$ cat src/rtl/congestion_window_controller_core_defines.svh
// Assertion macros shared by the congestion window controller.
`ifndef CONGESTION_WINDOW_CONTROLLER_CORE_DEFINES_SVH
`define CONGESTION_WINDOW_CONTROLLER_CORE_DEFINES_SVH

// Same-cycle implication, sampled on clk, off while reset is held.
`define CWC_ASSERT_IMP(lbl, ante, cons) \
	lbl: assert property (@(posedge clk) disable iff (!arst_n) (ante) |-> (cons)) \
		else $error("cwc check failed");

// Next-cycle implication, sampled on clk, off while reset is held.
`define CWC_ASSERT_NXT(lbl, ante, cons) \
	lbl: assert property (@(posedge clk) disable iff (!arst_n) (ante) |=> (cons)) \
		else $error("cwc check failed");

`endif

$ cat src/rtl/cwc_pkg.sv
package cwc_pkg;

	localparam int unsigned WIN_W = 16;
	localparam int unsigned CNT_W = 4;
	// Window ceiling; any value from 255 up to 65535 works.
	localparam logic [WIN_W-1:0] WIN_MAX = 16'hFFFF;
	localparam logic [WIN_W-1:0] WIN_RESET = 16'd1;
	localparam logic [WIN_W-1:0] THRESH_RESET = 16'd2000;
	localparam logic [CNT_W-1:0] DUP_TRIGGER = 4'd3;
	localparam int unsigned WIDE_W = WIN_W + 3;

	typedef enum logic [1:0] {
		PH_SS = 2'd0,
		PH_CA = 2'd1,
		PH_FR = 2'd2
	} phase_t;

	typedef struct packed {
		logic             timeout_event;
		logic             dup_event;
		logic [CNT_W-1:0] dup_count;
	} cwc_event_t;

	typedef struct packed {
		phase_t           phase;
		logic [WIN_W-1:0] window;
		logic [WIN_W-1:0] threshold;
	} cwc_state_t;

	function automatic logic [WIN_W-1:0] win_sat(input logic [WIDE_W-1:0] v);
		logic [WIN_W-1:0] r;
		if (v > {3'b000, WIN_MAX}) begin
			r = WIN_MAX;
		end else begin
			r = v[WIN_W-1:0];
		end
		return r;
	endfunction

	function automatic logic [WIN_W-1:0] half_plus3(input logic [WIN_W-1:0] v);
		return {1'b0, v[WIN_W-1:1]} + 16'd3;
	endfunction

endpackage

$ cat src/rtl/congestion_window_controller_core.sv
// Congestion window controller: each event transfer (timeout flag, duplicate
// flag, duplicate-ACK count) updates the phase, window and slow-start
// threshold and returns one result carrying the new values plus a request to
// clear the duplicate counter. An event is captured in an input register and
// applied when the state and result registers load together, which waits
// while the result register is full and stalled; the result is presented
// from those registers. One event can be taken every cycle while the output
// side keeps up, since the state update is a single pass of adds and
// compares. After reset the window is 1, the threshold 2000 and the phase
// slow start.
`include "congestion_window_controller_core_defines.svh"

module congestion_window_controller_core import cwc_pkg::*; (
	input  logic             clk,
	input  logic             arst_n,
	input  logic             in_valid,
	output logic             in_stall,
	input  logic             timeout_event,
	input  logic             dup_event,
	input  logic [CNT_W-1:0] dup_count,
	output logic             out_valid,
	input  logic             out_stall,
	output logic [WIN_W-1:0] window,
	output logic [WIN_W-1:0] threshold,
	output logic [1:0]       phase,
	output logic             clear_dup
);

	logic       valid_s1;
	cwc_event_t event_s1;
	cwc_state_t state_q;
	cwc_state_t state_nxt;
	logic       clr_nxt;
	logic       clear_dup_q;
	logic       out_valid_q;
	logic       advance;

	// An event is waiting and the result register is free or being emptied this cycle.
	assign advance = valid_s1 && (!out_valid_q || !out_stall);
	assign in_stall = valid_s1 && !advance;

	always_ff @(posedge clk or negedge arst_n) begin
		if (!arst_n) begin
			valid_s1 <= 1'b0;
		end else if (!in_stall) begin
			valid_s1 <= in_valid;
		end
	end

	always_ff @(posedge clk) begin
		if (!in_stall && in_valid) begin
			event_s1.timeout_event <= timeout_event;
			event_s1.dup_event <= dup_event;
			event_s1.dup_count <= dup_count;
		end
	end

	cwc_next u_next (
		.cur (state_q),
		.ev  (event_s1),
		.nxt (state_nxt),
		.clr (clr_nxt)
	);

	// The state registers double as the result payload.
	always_ff @(posedge clk or negedge arst_n) begin
		if (!arst_n) begin
			state_q.phase <= PH_SS;
			state_q.window <= WIN_RESET;
			state_q.threshold <= THRESH_RESET;
			clear_dup_q <= 1'b0;
			out_valid_q <= 1'b0;
		end else begin
			if (advance) begin
				state_q <= state_nxt;
				clear_dup_q <= clr_nxt;
			end
			if (advance) begin
				out_valid_q <= 1'b1;
			end else if (!out_stall) begin
				out_valid_q <= 1'b0;
			end
		end
	end

	assign out_valid = out_valid_q;
	assign window = state_q.window;
	assign threshold = state_q.threshold;
	assign phase = state_q.phase;
	assign clear_dup = clear_dup_q;

	`CWC_ASSERT_IMP(a_window_nonzero, 1'b1, state_q.window != 16'd0)
	`CWC_ASSERT_IMP(a_no_clear_in_fr, out_valid_q && clear_dup_q, state_q.phase != PH_FR)
	`CWC_ASSERT_NXT(a_advance_fills, advance, out_valid_q)
	`CWC_ASSERT_NXT(a_state_holds, !advance, $stable(state_q))

endmodule

$ cat src/rtl/cwc_next.sv
module cwc_next import cwc_pkg::*; (
	input  cwc_state_t cur,
	input  cwc_event_t ev,
	output cwc_state_t nxt,
	output logic       clr
);

	logic [WIN_W-1:0] w;
	logic [WIN_W-1:0] t;
	logic [WIN_W-1:0] ca_thr;

	assign w = cur.window;
	assign t = cur.threshold;
	assign ca_thr = half_plus3(w);

	always_comb begin
		nxt = cur;
		clr = 1'b0;
		case (cur.phase)
			PH_SS: begin
				if (ev.dup_count == DUP_TRIGGER) begin
					nxt.threshold = half_plus3(t);
					nxt.window = win_sat({3'b000, w} + 19'd5);
					nxt.phase = PH_FR;
				end else if (!ev.timeout_event) begin
					nxt.window = win_sat({w, 3'b000});
					clr = 1'b1;
					if (win_sat({w, 3'b000}) >= t) begin
						nxt.phase = PH_CA;
					end
				end else begin
					nxt.threshold = ca_thr;
					nxt.window = WIN_RESET;
					clr = 1'b1;
				end
			end
			PH_CA: begin
				if (ev.timeout_event) begin
					nxt.threshold = ca_thr;
					nxt.window = WIN_RESET;
					clr = 1'b1;
					nxt.phase = PH_SS;
				end else if (ev.dup_count != DUP_TRIGGER) begin
					nxt.window = win_sat({3'b000, w} + 19'd2);
					clr = 1'b1;
				end else begin
					nxt.threshold = ca_thr;
					nxt.window = win_sat({3'b000, half_plus3(ca_thr)});
					nxt.phase = PH_FR;
				end
			end
			PH_FR: begin
				// Timeout wins over the duplicate checks.
				if (ev.timeout_event) begin
					nxt.threshold = ca_thr;
					nxt.window = WIN_RESET;
					clr = 1'b1;
					nxt.phase = PH_SS;
				end else if (!ev.dup_event) begin
					nxt.window = win_sat({4'b0000, t[WIN_W-1:1]});
					clr = 1'b1;
					nxt.phase = PH_CA;
				end else begin
					nxt.window = win_sat({3'b000, w} + 19'd1);
				end
			end
			default: begin
				// Unused phase code: hold everything.
				nxt = cur;
				clr = 1'b0;
			end
		endcase
	end

endmodule

$ cat config.mk
export PLATFORM = sky130hd
export DESIGN_NAME = congestion_window_controller_core
export DESIGN_NICKNAME = d
export VERILOG_FILES = /design/src/rtl/cwc_pkg.sv /design/src/rtl/congestion_window_controller_core.sv /design/src/rtl/cwc_next.sv
export VERILOG_INCLUDE_DIRS = /design/src /design/src/rtl
export SDC_FILE = /design/constraint.sdc
export NUM_CORES = 1
export LEC_CHECK = 0
export BUFFER_PORTS_ARGS = -buffer_cell sky130_fd_sc_hd__buf_4
export CAP_MARGIN = 20
export CORE_ASPECT_RATIO = 1.5
export CORE_UTILIZATION = 40
export CTS_CLUSTER_SIZE = 8
export DETAILED_ROUTE_END_ITERATION = 10
export PLACE_DENSITY = 0.67
export SLEW_MARGIN = 20
export SYNTH_ARGS = -nofsm -noshare
export SYNTH_HDL_FRONTEND = slang
export SYNTH_SLANG_ARGS = --single-unit
$ cat constraint.sdc
create_clock -name clk -period 5.3 [get_ports clk]
set_clock_uncertainty 0.1 [all_clocks]
set_input_delay 1.06 -clock clk [delete_from_list [all_inputs] [get_ports clk]]
set_output_delay 1.06 -clock clk [all_outputs]
set_load 0.02 [all_outputs]
==> Yosys cells after proc, flatten, opt, wreduce, memory -nomap -nowiden <==
Index checks and enable logic that the tools add are counted.
{ "word_totals": {"romBits": 0, "reg_bits": 43, "n_memories": 0, "out_inout_bits": 37, "ramBits": 0, "latchBits": 0} }
{ "op_classes": {"reduce_logical": 13, "n_shift": 0, "n_div": 0, "n_mux": 28, "n_mul": 0, "eq_ne": 9, "n_lt_le_gt_ge": 5, "addsub": 6, "bitwise": 0} }
{ "ops": {"columns": ["cell", "n"], "rows": [
  ["16-bit 2-to-1 mux", 12],
  ["34-bit case mux with 3 select lines", 1],
  ["19-bit by 16-bit greater-than comparator with 1-bit output, second input constant", 4],
  ["34-bit 2-to-1 mux", 2],
  ["15-bit by 2-bit adder with 16-bit output, second input constant", 3],
  ["18-bit 2-to-1 mux", 1],
  ["16-bit by 1-bit adder with 17-bit output, second input constant", 1],
  ["16-bit by 2-bit adder with 17-bit output, second input constant", 1],
  ["16-bit by 3-bit adder with 17-bit output, second input constant", 1],
  ["16-bit greater-or-equal comparator", 1],
  ["2-bit 2-to-1 mux", 4],
  ["1-bit 2-to-1 mux", 7],
  ["3-bit inequality test, second input constant", 2],
  ["6-bit AND reduction", 1],
  ["4-bit by 2-bit == test with 1-bit output, second input constant", 1],
  ["1-bit zero test", 4],
  ["4-bit by 2-bit inequality test with 1-bit output, second input constant", 1],
  ["1-bit logical AND", 3],
  ["3-bit by 1-bit inequality test with 1-bit output, second input constant", 1],
  ["3-bit by 2-bit inequality test with 1-bit output, second input constant", 1],
  ["1-bit case mux with 3 select lines", 1],
  ["3-bit AND reduction", 1],
  ["3-bit nonzero test", 1],
  ["2-bit by 1-bit == test with 1-bit output, second input constant", 1],
  ["5 further kinds", 5]
]} }

==> Logic depth before layout (Yosys ltp) <==
Gate-level depths: netlist of the first run.
{ "depth": {"ltp_word": 10, "ltp_mapped": 12, "ltp_nobuf": 10} }

==> By module <==
A second synthesis of the first run with hierarchy kept.
{ "unflattened": {"cells_unflattened": 713, "hier_area_um2": 5630.4} }
{ "modules_own_cells": {"columns": ["mod", "n_inst", "cells_each", "area_each_um2"], "rows": [
  ["cwc_next", 1, 626, 3915.0],
  ["congestion_window_controller_core", 1, 87, 1715.4]
]} }

==> Least setup slack after synthesis of the first run <==
OpenSTA, ideal clock, no wires.
{ "synth_timing": {"path_type": "register to register", "startpoint": "register window[2] (netlist name)", "endpoint": "register window[11] (netlist name)", "arrival_ps": 2912, "setup_time_ps": 126, "setup_slack_ps": 2162, "required_time_ps": 5074, "path_stages_with_launch": 11, "path_cell_list": "dfrtp_1 buf_2 inv_1 ha_1 nand2b_1 or3_1 a21boi_2 nand4b_4 or4b_1 a311oi_1 nor2_1"} }
{ "synth_between": {"elab_chain_len": 6} }
{ "synth_lines": {"columns": ["item", "line_no", "rtl"], "rows": [
  ["16-bit by 1-bit adder with 17-bit output or 16-bit by 2-bit adder with 17-bit output (tied branches)", "cwc_next.sv:64, cwc_next.sv:44", null],
  ["19-bit by 16-bit greater-than comparator with 1-bit output", "cwc_pkg.sv:32", "if (v > {3'b000, WIN_MAX}) begin"],
  ["16-bit 2-to-1 mux", "cwc_pkg.sv:32", null],
  ["16-bit 2-to-1 mux, on equally long branches", "cwc_next.sv:59, cwc_next.sv:43", null],
  ["18-bit 2-to-1 mux or 34-bit 2-to-1 mux (tied branches)", "cwc_next.sv:54, cwc_next.sv:38", null],
  ["34-bit case mux with 3 select lines *", "cwc_next.sv:19", "case (cur.phase)"]
]} }
Every way passes the cells marked *; elsewhere a longest branch is shown, timed or not.
A chain may end at the register's enable or synchronous reset.

==> Worst setup path after layout of the first run <==
{ "layout_timing": {"startpoint": "register window[3] (netlist name)", "endpoint": "register window[7] (netlist name)"} }
{ "layout_between": {"elab_chain_len": 6} }
{ "layout_lines": {"columns": ["item", "line_no"], "rows": [
  ["16-bit by 1-bit adder with 17-bit output or 16-bit by 2-bit adder with 17-bit output (tied branches)", "cwc_next.sv:64, cwc_next.sv:44"],
  ["19-bit by 16-bit greater-than comparator with 1-bit output", "cwc_pkg.sv:32"],
  ["16-bit 2-to-1 mux", "cwc_pkg.sv:32"],
  ["16-bit 2-to-1 mux, on equally long branches", "cwc_next.sv:59, cwc_next.sv:43"],
  ["18-bit 2-to-1 mux or 34-bit 2-to-1 mux (tied branches)", "cwc_next.sv:54, cwc_next.sv:38"],
  ["34-bit case mux with 3 select lines *", "cwc_next.sv:19"]
]} }
Marked as above.

==> out/qor.yml, run 1 <==
run:
  drv_cap: 0
pwr:
  p_sw_w: 0.000209
  power.density_cell_area_nw_per_um2: 131
  p_comb_frac: 0.069
  intPower_w: 0.000536
  switching_share: 0.280
  power_frac_seq: 0.466
  p_leak_nw: 2.12
  pwr-share-clk: 0.465
  vdd_drop_max_mv: 0.156
critical_path:
  critPathKind: "reg -> reg"
  startpoint_type: "register"
  crit_chain: "nand4_1, nor3_2, xnor2_1, or4_1, o31a_1, a31oi_1, o221a_1"
  rr_startpoint: "window[3]$_DFFE_PN0P_"
  cp_max_fo: 27
  critPathCaptureType: "register"
  cp.arrival_ps: 3740
  crit_buf_inv: 0
  reg2reg_to: "window[7]$_DFFE_PN0P_"
  slowest_delay_ps: 920
  crit_slowest_cell: "dfrtp_1"
  crit_cells: 7
  crit_family: "simple AND/OR/NAND/NOR gates"
  critPathRequiredTime_ps: 5450
  reg2reg_depth: 7
  reg2reg_slack_ps: 1700
logic_synthesis:
  syn_area_um2: 5100
  synth-edff-count: 6
  synthMostInstantiatedCell: "a21oi_1"
  ys_warn_count: 0
  ys_types: 80
  ys_top_cells_by_area: "dfrtp_1, xnor2_1, ha_1"
  netlist_instances: 670
  yosysSeqAreaShare: 0.219
  synth_area_per_cell_um2: 7.61
  synth_top_cell_area_share: 0.147
  synth_area_leader_cell: "dfrtp_1"
  async_flop_share: 0.860
  synth.ff_latch_count: 43
  synth_nets: 708
  synthFlopType: "dfrtp_1"
  yosys-top-cells-count: "a21oi_1, nor2_1, o21ai_0"
floorplanning:
  dieArea_um2: 13200
  initial_utilization: 0.410
  rows: 50
  ios: 47
  coreArea_um2: 12400
  die_height_um: 140
  die_w_um: 94.2
grt:
  grt_pass1_vias: 5351
  antenna_found_initial: 0
  grt_pass1_wl_mm: 32.6
  grt_start_max_net_pins: 38
  track_usage: 0.332
  gr-total-overflow: 0
sta:
  hold_violations: 0
  rsz0062_at_grt: "no"
  tightest_slew_ps: 1040
  relSlewSlack: 0.307
  postLayoutSetupSlackWorst_ps: 1700
  clock.fmax_mhz: 278
  fin_crit_ps: 3600
  finalSetupViolations: 0
  fin_crit_sh: 0.678
  timing.hold.ws_ps: 412
  final.setup.tns_ps: 0
  drv_slew: 0
clock_network:
  cts_buffers: 5
  cts_hold_buf: 0
  cts_sinks: 43
  clkTransAtPathRegs_ps: 80
  root_buffer: "clkbuf_16"
  cts_buffer_depth: 2
  htreeDepth: 2
  cts_tree: "yes"
  cts_resized: 0
  post_cts_buffers: 0
  clk_latency_ps: 310
routing:
  wl_per_cell_um: 25.2
  dr_total_vias: 5694
  drt-initial-drc-count: 668
  wl_mm: 21.3
  drt-pass1-iter-count: 6
  vias_per_cell: 6.72
  drtAntennaViolNets: 0
  post-route-drc-count: 0
final_layout:
  final_area_um2: 5700
  antenna_cells: 0
  syn_to_final_growth_pct: 11.8
  final_nets: 728
  nFillCells: 1292
  layout-drive-gt1-share: 0.139
min_path:
  hold_depth: 1
  hold_class: "reg -> reg"
  hold_end: "clear_dup$_DFFE_PN0P_"
  hp-start: "clear_dup$_DFFE_PN0P_"
placed_design:
  place.gp.congestion: 1.01
  dp_hpwl_mm: 15.8
  post_dp_cell_area_um2: 5550
  post-place-ws_ps: 1790
  port-buffer-count: 46
run_status:
  status: "complete, no violations"
-- through the flow --
stage / total power (W) / utilization / instances
floorplan: 0.000374 / - / 670
global placement: 0.000403 / 0.446 / 839
detailed placement: 0.000404 / 0.446 / 839
CTS: 0.000748 / 0.458 / 847
global route: 0.000764 / 0.458 / 847
finish: 0.000744 / 0.458 / 847
-- cell families after synthesis --
kind of cell | after synthesis | share of synthesized area
DFF | 43 | 0.219
and+or+nand+nor | 237 | 0.255
buffers and inverters | 82 | 0.0665
muxes | 2 | 0.00393
adders and majority gates | 28 | 0.0687
xor gates and xnor gates | 56 | 0.0977
AOI/OAI and AO/OA | 222 | 0.289
-- routing by layer --
layer  GRT usage  up-vias  share of wire
li1            -     2545              -
met1       0.424     2732           0.39
met2       0.524      334           0.48
met3      0.0559       83          0.077
met4       0.181        0          0.055
met5           0        -              0
-- layout by cell type (no fill, tap or decap), types with 4 or more instances in the layout --
cell type  count
ha_1          28
dfrtp_1       30
o22ai_1       16
o21ai_0       49
o211ai_1       5
edfxtp_1       6
nor2_1        49
o31ai_1        5
or4_1          6
dfstp_2        7
nor4b_1        5
nor3_1        23
a211oi_1       4
a221oi_1      11
and3_1         7
a22o_1        11
a21oi_1       53
inv_1         33
a31oi_1       12
clkbuf_16      5
a21o_1         9
nand2b_1      12
nand2_1       44
xnor2_1       45
nor2b_1        4
nand4_1       10
buf_4         61
o31a_1         4
or3_1         13
xor2_1        10
and2_1         6
nand3_1       24
nor4_1         9
-- power groups by stage --
stage                     clock, W  combinational [W]  sequential (W)
after detailed placement         0          0.0000509        0.000353
after global routing      0.000362          0.0000549        0.000347
after CTS                 0.000351          0.0000510        0.000346
after floorplan                  0          0.0000263        0.000348
final                     0.000346          0.0000516        0.000347
after global placement           0          0.0000508        0.000353
-- area by class of cell --
class / instances / area (µm²) / area share
clock inverters: 3 / 26.3 / 0.00461
multi-input cells: 545 / 3650 / 0.641
repair buffers: 61 / 458 / 0.0804
flip-flops and latches: 43 / 1110 / 0.196
well taps: 156 / 195 / 0.0343
inverters: 34 / 128 / 0.0224
clock buffers: 5 / 125 / 0.0220
-- registers in the layout, summed over array words and instances (netlist names) --
register   count
window        16
out_valid      1
phase          2
threshold     16
event_s1       6
valid_s1       1
clear_dup      1
-- worst max-delay path by stage --
stage	slack (ps)	start	endpoint
after floorplan	2160	window[2]$_DFFE_PN0P_	window[11]$_DFFE_PN0P_
after global placement	1840	window[2]$_DFFE_PN0P_	window[11]$_DFFE_PN0P_
after detailed placement	1790	window[3]$_DFFE_PN0P_	window[7]$_DFFE_PN0P_
after CTS	1760	window[1]$_DFFE_PN0P_	window[11]$_DFFE_PN0P_
after global routing	1520	window[1]$_DFFE_PN0P_	window[11]$_DFFE_PN0P_
final	1700	window[3]$_DFFE_PN0P_	window[7]$_DFFE_PN0P_
No activity file was read; power rests on OpenSTA's default activity.
==> inputs of run 2 (changes only) <==
--- a/config.mk
+++ b/config.mk
@@ -6,13 +6,14 @@
 export SDC_FILE = /design/constraint.sdc
 export NUM_CORES = 1
 export LEC_CHECK = 0
+export ABC_AREA = 1
 export BUFFER_PORTS_ARGS = -buffer_cell sky130_fd_sc_hd__buf_4
 export CAP_MARGIN = 20
 export CORE_ASPECT_RATIO = 1.5
 export CORE_UTILIZATION = 40
 export CTS_CLUSTER_SIZE = 8
 export DETAILED_ROUTE_END_ITERATION = 10
-export PLACE_DENSITY = 0.67
+export PLACE_DENSITY = 0.69
 export SLEW_MARGIN = 20
 export SYNTH_ARGS = -nofsm -noshare
 export SYNTH_HDL_FRONTEND = slang
==> constraint.sdc (replaced) <==
create_clock -name clk -period 3.28 [get_ports clk]
set_clock_uncertainty 0.1 [all_clocks]
set_input_delay 0.656 -clock clk [delete_from_list [all_inputs] [get_ports clk]]
set_output_delay 0.656 -clock clk [all_outputs]
set_load 0.02 [all_outputs]
==> run 2 against run 1 <==
Compared with the run above:
- fmax rose by 25%
- critical path depth rose by 8
- non-clock buffer count rose by 13
- worst setup slack got worse by 1300 ps
- utilization rose by 1.1 points
- via count rose by 17%
- sequential power rose to 3.5 times the previous value
- critical endpoint is now window[14]$_DFFE_PN0P_
- largest cell class unchanged
- total power rose to 9.0 times the previous value
- count of clock-buffer cells in the layout did not move
==> out/qor.yml, run 2 <==
logic_synthesis:
  synth_top_cell_area_share: 0.196
  synth_xor_area_frac: 0.0389
  synthAdderAreaFrac: 0.0625
  muxShareOfSynthArea: 0
  syn_area_um2: 5600
  synth.ff_latch_count: 43
  synth_compound_area_frac: 0.168
  ys_warn_count: 0
  synth_nets: 990
  synth-edff-count: 6
  synth_area_leader_cell: "nand2_1"
  synthMostInstantiatedCell: "nand2_1"
  yosysSeqAreaShare: 0.199
  synth_area_per_cell_um2: 5.89
  synthSimpleGateAreaFrac: 0.423
  ys_top_cells_by_area: "nand2_1, dfrtp_1, inv_1"
  async_flop_share: 0.860
  synth_top_family_by_area: "simple AND/OR/NAND/NOR gates"
  yosys-top-cells-count: "nand2_1, inv_1, nand3_1"
  synthFlopType: "dfrtp_1"
  netlist_instances: 952
  ys_types: 45
routing:
  post-route-drc-count: 0
  vias_per_cell: 5.69
  top_layer: "met4"
  drt-initial-drc-count: 571
  dr_total_vias: 6648
  wl_per_cell_um: 18.8
  wl_met2_mm: 10.4
  drtAntennaViolNets: 0
  drt-pass1-iter-count: 6
  wl_met1_mm: 8.24
  wl_met3_mm: 1.52
  wl_mm: 22.0
critical_path:
  slowest_delay_ps: 520
  reg2reg_to: "window[14]$_DFFE_PN0P_"
  cp_max_fo: 13
  crit_start: "window[1]$_DFFE_PN0P_"
  crit_top_cell: "nand2_1"
  critPathRequiredTime_ps: 3400
  critPathCaptureType: "register"
  reg2reg_slack_ps: 410
  crit_slowest_cell: "dfrtp_2"
  reg2reg_depth: 15
  cp.arrival_ps: 3000
  critPathKind: "reg -> reg"
  rr_startpoint: "window[1]$_DFFE_PN0P_"
  startpoint_type: "register"
  crit_chain: "inv_1, ha_1, nor2_2, nand2_2, o21ai_0, nand2_1, inv_1, nand2_1, nor2_1, nand3_1, nand3_1, nand2_1, nand2_1, nand2_1, a21boi_1"
final_layout:
  layout_commonest_cell: "nand2_1"
  syn_to_final_growth_pct: 13.9
  final_area_um2: 6380
  layout-drive-gt1-share: 0.140
  final_util: 0.469
  final_nets: 1044
  reg_top3: "threshold: 16 flops, window: 16 flops, event_s1: 6 flops"
  antenna_cells: 0
  final_cell_mix: "nand2_1, inv_1, nand3_1"
sta:
  tightest_slew_ps: 672
  finalSetupViolations: 0
  clock.fmax_mhz: 348
  drv_slew: 0
  hold_violations: 0
  final.setup.tns_ps: 0
  fin_crit_sh: 0.876
  rsz0062_at_grt: "no"
  fin_crit_ps: 2870
  relSlewSlack: 0.551
floorplanning:
  rows: 52
  ios: 47
  die_height_um: 147
  die_w_um: 98.6
  initial_utilization: 0.412
  dieArea_um2: 14500
  coreArea_um2: 13600
placed_design:
  dp_hpwl_mm: 17.4
  port-buffer-count: 46
  post_dp_cell_area_um2: 6230
  place.gp.congestion: 1.03
clock_network:
  cts_hold_buf: 0
  cts_buffer_depth: 2
  clkTransAtPathRegs_ps: 70
  cts_sinks: 43
  cts_buffers: 5
  clk_latency_ps: 300
  root_buffer: "clkbuf_16"
  cts_tree: "yes"
  htreeDepth: 2
  post_cts_buffers: 0
grt:
  grt_pass1_wl_mm: 34.5
  grt_start_max_net_pins: 38
  track_usage: 0.312
  gr-total-overflow: 0
  grt_pass1_vias: 6401
  antenna_found_initial: 0
min_path:
  hold_class: "in -> async"
run:
  drv_cap: 0
pwr:
  vdd_drop_max_mv: 0.459
  power.density_cell_area_nw_per_um2: 1050
  p_leak_nw: 3.24
run_status:
  status: "complete, no violations"
[run 2: cell types whose count changed after synthesis, sizes merged, moves of 29 or more]
cell,previous run,this run
nand3,25,85
xnor2,45,0
a21oi,53,82
inv,33,121
nand2,45,308
nor2,50,100
[run 2: kinds of logic (layout without fill, tap and decap cells)]
kind of cell    after synthesis  count (layout)
compound gates              173             173
simple gates                532             532
buf+inv                     152             207
flops                        43              43
fa+ha+maj                    28              28
xor+xnor                     24              24
[run 2: power by group]
group	total, W	internal [W]	switching, W
clock	0.000520	0.000282	0.000239
combinational	0.00495	0.00160	0.00335
sequential	0.00122	0.000798	0.000420
[run 2: area by class of cell]
cell class                      instances  area [µm²]
Timing Repair Buffer                   74         568
Inverter                              125         469
Tap cell                              162         203
Multi-Input combinational cell        757        3880
Clock buffer                            5         125
Sequential cell                        43        1120
Clock inverter                          3        20.0
Fill cell                            1507        7220
[run 2: routing by layer]
metal / track usage / up-vias
li1: - / 3209
met4: 0.243 / 0
met1: 0.360 / 2922
met3: 0.0414 / 122
met2: 0.518 / 395
met5: 0 / -
[run 2: worst max path at each step]
stage / end / slack, ps / cells past startpoint
finish: window[14]$_DFFE_PN0P_ / 410 / 15
global route: window[14]$_DFFE_PN0P_ / 160 / 15
CTS: window[14]$_DFFE_PN0P_ / 270 / 13
detailed placement: window[14]$_DFFE_PN0P_ / 290 / 15
global placement: window[14]$_DFFE_PN0P_ / 330 / 15
floorplan: window[12]$_DFFE_PN0P_ / 740 / 17
[run 2: critical path: cells and delay by family (launching register included)]
family                     cells  cell delay [ps]
AOI/OAI and AO/OA              2              380
adders and majority gates      1              280
buffers and inverters          2              340
DFF                            1              520
and+or+nand+nor               10             1180
[run 2: metrics by stage]
stage          std cells  power (W)  hold slack, ps  setup slack, ps
2_1_floorplan        952    0.00439             260              740
3_3_place_gp        1161    0.00606             355              327
3_5_place_dp        1161    0.00604             370              287
4_1_cts             1169    0.00660             259              272
5_1_grt             1169    0.00723             285              155
6_report            1169    0.00669             239              405
[run 2: repair_timing]
item | in CTS | in global routing
hold endpoints to repair | 0 | 0
setup endpoints to repair | 0 | 4
resized for setup | 0 | 1
==> inputs of run 3 (changes only) <==
--- a/config.mk
+++ b/config.mk
@@ -13,7 +13,7 @@
 export CORE_UTILIZATION = 40
 export CTS_CLUSTER_SIZE = 8
 export DETAILED_ROUTE_END_ITERATION = 10
-export PLACE_DENSITY = 0.69
+export PLACE_DENSITY = 0.67
 export SLEW_MARGIN = 20
 export SYNTH_ARGS = -nofsm -noshare
 export SYNTH_HDL_FRONTEND = slang
==> constraint.sdc (replaced) <==
create_clock -name clk -period 3.3 [get_ports clk]
set_clock_uncertainty 0.1 [all_clocks]
set_input_delay 0.66 -clock clk [delete_from_list [all_inputs] [get_ports clk]]
set_output_delay 0.66 -clock clk [all_outputs]
set_load 0.02 [all_outputs]
==> run 3 against run 2 <==
Compared with the run above:
- critical path depth grew 2
- hold slack improved by 4.7 ps
- fmax is 4.4% lower
- flip-flop and latch count unchanged
- worst setup slack got worse by 110 ps
- highest routed layer unchanged
- sequential share of layout area is essentially flat
- register-to-register slack got worse by 110 ps
- final cell count hardly changed
- utilization unchanged
==> out/qor.yml, run 3 (synthesized netlist as in run 2, its figures left out) <==
grt:
  gr-total-overflow: 0
  track_usage: 0.318
  antenna_found_initial: 0
  grt_pass1_vias: 6322
  grt_pass1_wl_mm: 34.8
  grt_start_max_net_pins: 38
critical_path:
  crit_family: "simple AND/OR/NAND/NOR gates"
  crit_slowest_cell: "dfrtp_1"
  crit_top_cell: "nand2_1"
  critPathRequiredTime_ps: 3440
  crit_chain: "ha_1, nand3_1, nor2_1, nand2_1, nand2_1, nand2_1, inv_1, nand2_1, nor2_1, nand2_2, nand2_4, inv_2, nand2_1, o21ai_1, nand2_1, nand2_1, a21oi_2"
  critPathKind: "reg -> reg"
  crit_buf_inv: 2
  cp_max_fo: 13
  slowest_delay_ps: 610
  reg2reg_depth: 17
  cp.arrival_ps: 3140
  crit_cells: 17
  critPathCaptureType: "register"
  startpoint_type: "register"
sta:
  drv_slew: 0
  fin_crit_sh: 0.911
  finalSetupViolations: 0
  rsz0062_at_grt: "no"
  fin_crit_ps: 3010
  tightest_slew_ps: 653
  final.setup.tns_ps: 0
  hold_violations: 0
  relSlewSlack: 0.564
  clock.fmax_mhz: 333
clock_network:
  clkTransAtPathRegs_ps: 80
  cts_hold_buf: 0
  clk_latency_ps: 310
  cts_buffers: 5
  post_cts_buffers: 0
  root_buffer: "clkbuf_16"
  cts_resized: 0
  htreeDepth: 2
  cts_sinks: 43
  cts_tree: "yes"
  cts_buffer_depth: 2
routing:
  post-route-drc-count: 0
  drtAntennaViolNets: 0
  wl_mm: 22.6
  drt-pass1-iter-count: 6
  vias_per_cell: 5.76
  wl_per_cell_um: 19.3
  drt-initial-drc-count: 614
  dr_total_vias: 6743
pwr:
  power.density_cell_area_nw_per_um2: 1050
  p_leak_nw: 3.25
  p_total_w: 0.00669
  vdd_drop_max_mv: 0.517
floorplanning:
  die_height_um: 147
  rows: 52
  initial_utilization: 0.412
  coreArea_um2: 13600
  dieArea_um2: 14500
  die_w_um: 98.6
  ios: 47
final_layout:
  final-seq-area_um2: 1110
  syn_to_final_growth_pct: 13.9
  antenna_cells: 0
  reg_top3: "threshold: 16 flops, window: 16 flops, event_s1: 6 flops"
  layout-drive-gt1-share: 0.141
  multi_input_area_um2: 3880
  final_cell_mix: "nand2_1, inv_1, nand3_1"
  nFillCells: 1443
  layout_commonest_cell: "nand2_1"
  final_nets: 1045
placed_design:
  place.gp.congestion: 1.04
  port-buffer-count: 46
  dp_hpwl_mm: 17.8
run:
  drv_cap: 0
run_status:
  status: "complete, no violations"
min_path:
  hold_class: "in -> async"
run 3: path summary, 6_finish.rpt:
kind / start / slack (ps) / to
min reg2reg: valid_s1$_DFFE_PN0N_ / 390 / out_valid$_DFFE_PN0P_
min: arst_n / 240 / threshold[15]$_DFFE_PN0P_
max in group asynchronous: arst_n / 2480 / threshold[8]$_DFFE_PN1P_
min in group clk: valid_s1$_DFFE_PN0N_ / 390 / out_valid$_DFFE_PN0P_
max: window[1]$_DFFE_PN0P_ / 290 / window[4]$_DFFE_PN0P_
max reg2reg: window[1]$_DFFE_PN0P_ / 290 / window[4]$_DFFE_PN0P_
run 3: final cells by class:
type / count / area share
Tap cell: 162 / 0.0318
Timing Repair Buffer: 75 / 0.0883
Clock buffer: 5 / 0.0196
Sequential cell: 43 / 0.175
Inverter: 125 / 0.0735
Multi-Input combinational cell: 757 / 0.608
Clock inverter: 3 / 0.00412
run 3: power by group:
| part | internal, W | switching [W] |
|---|---|---|
| Clock | 0.000291 | 0.000270 |
| Sequential | 0.000791 | 0.000413 |
| Combinational | 0.00159 | 0.00334 |
run 3: routing by layer:
| layer | vias up | routed length (µm) | global-route usage |
|---|---|---|---|
| li1 | 3215 | - | - |
| met1 | 3039 | 8260 | 0.358 |
| met2 | 377 | 10800 | 0.539 |
| met3 | 112 | 1410 | 0.0362 |
| met4 | 0 | 2060 | 0.260 |
| met5 | - | 0 | 0 |
run 3: metrics by stage:
stage | utilization | worst slack (ps) | instances | hold WS, ps | area, µm²
6_report | 0.469 | 294 | 1170 | 244 | 6380
4_1_cts | 0.469 | 357 | 1170 | 273 | 6380
5_1_grt | 0.469 | 5.02 | 1170 | 295 | 6380
3_3_place_gp | 0.458 | 391 | 1162 | 362 | 6230
2_1_floorplan | - | 760 | 952 | 264 | 5600
3_5_place_dp | 0.458 | 377 | 1162 | 372 | 6230
run 3: worst register-to-register path, cell delays in order, from the launching register on:
cell and delay [ps]:
dfrtp_1 610, ha_1 360, nand3_1 180, nor2_1 460
nand2_1 100, nand2_1 80, nand2_1 80, inv_1 60
nand2_1 60, nor2_1 130, nand2_2 120, nand2_4 130
inv_2 70, nand2_1 60, o21ai_1 80, nand2_1 80
nand2_1 80, a21oi_2 120
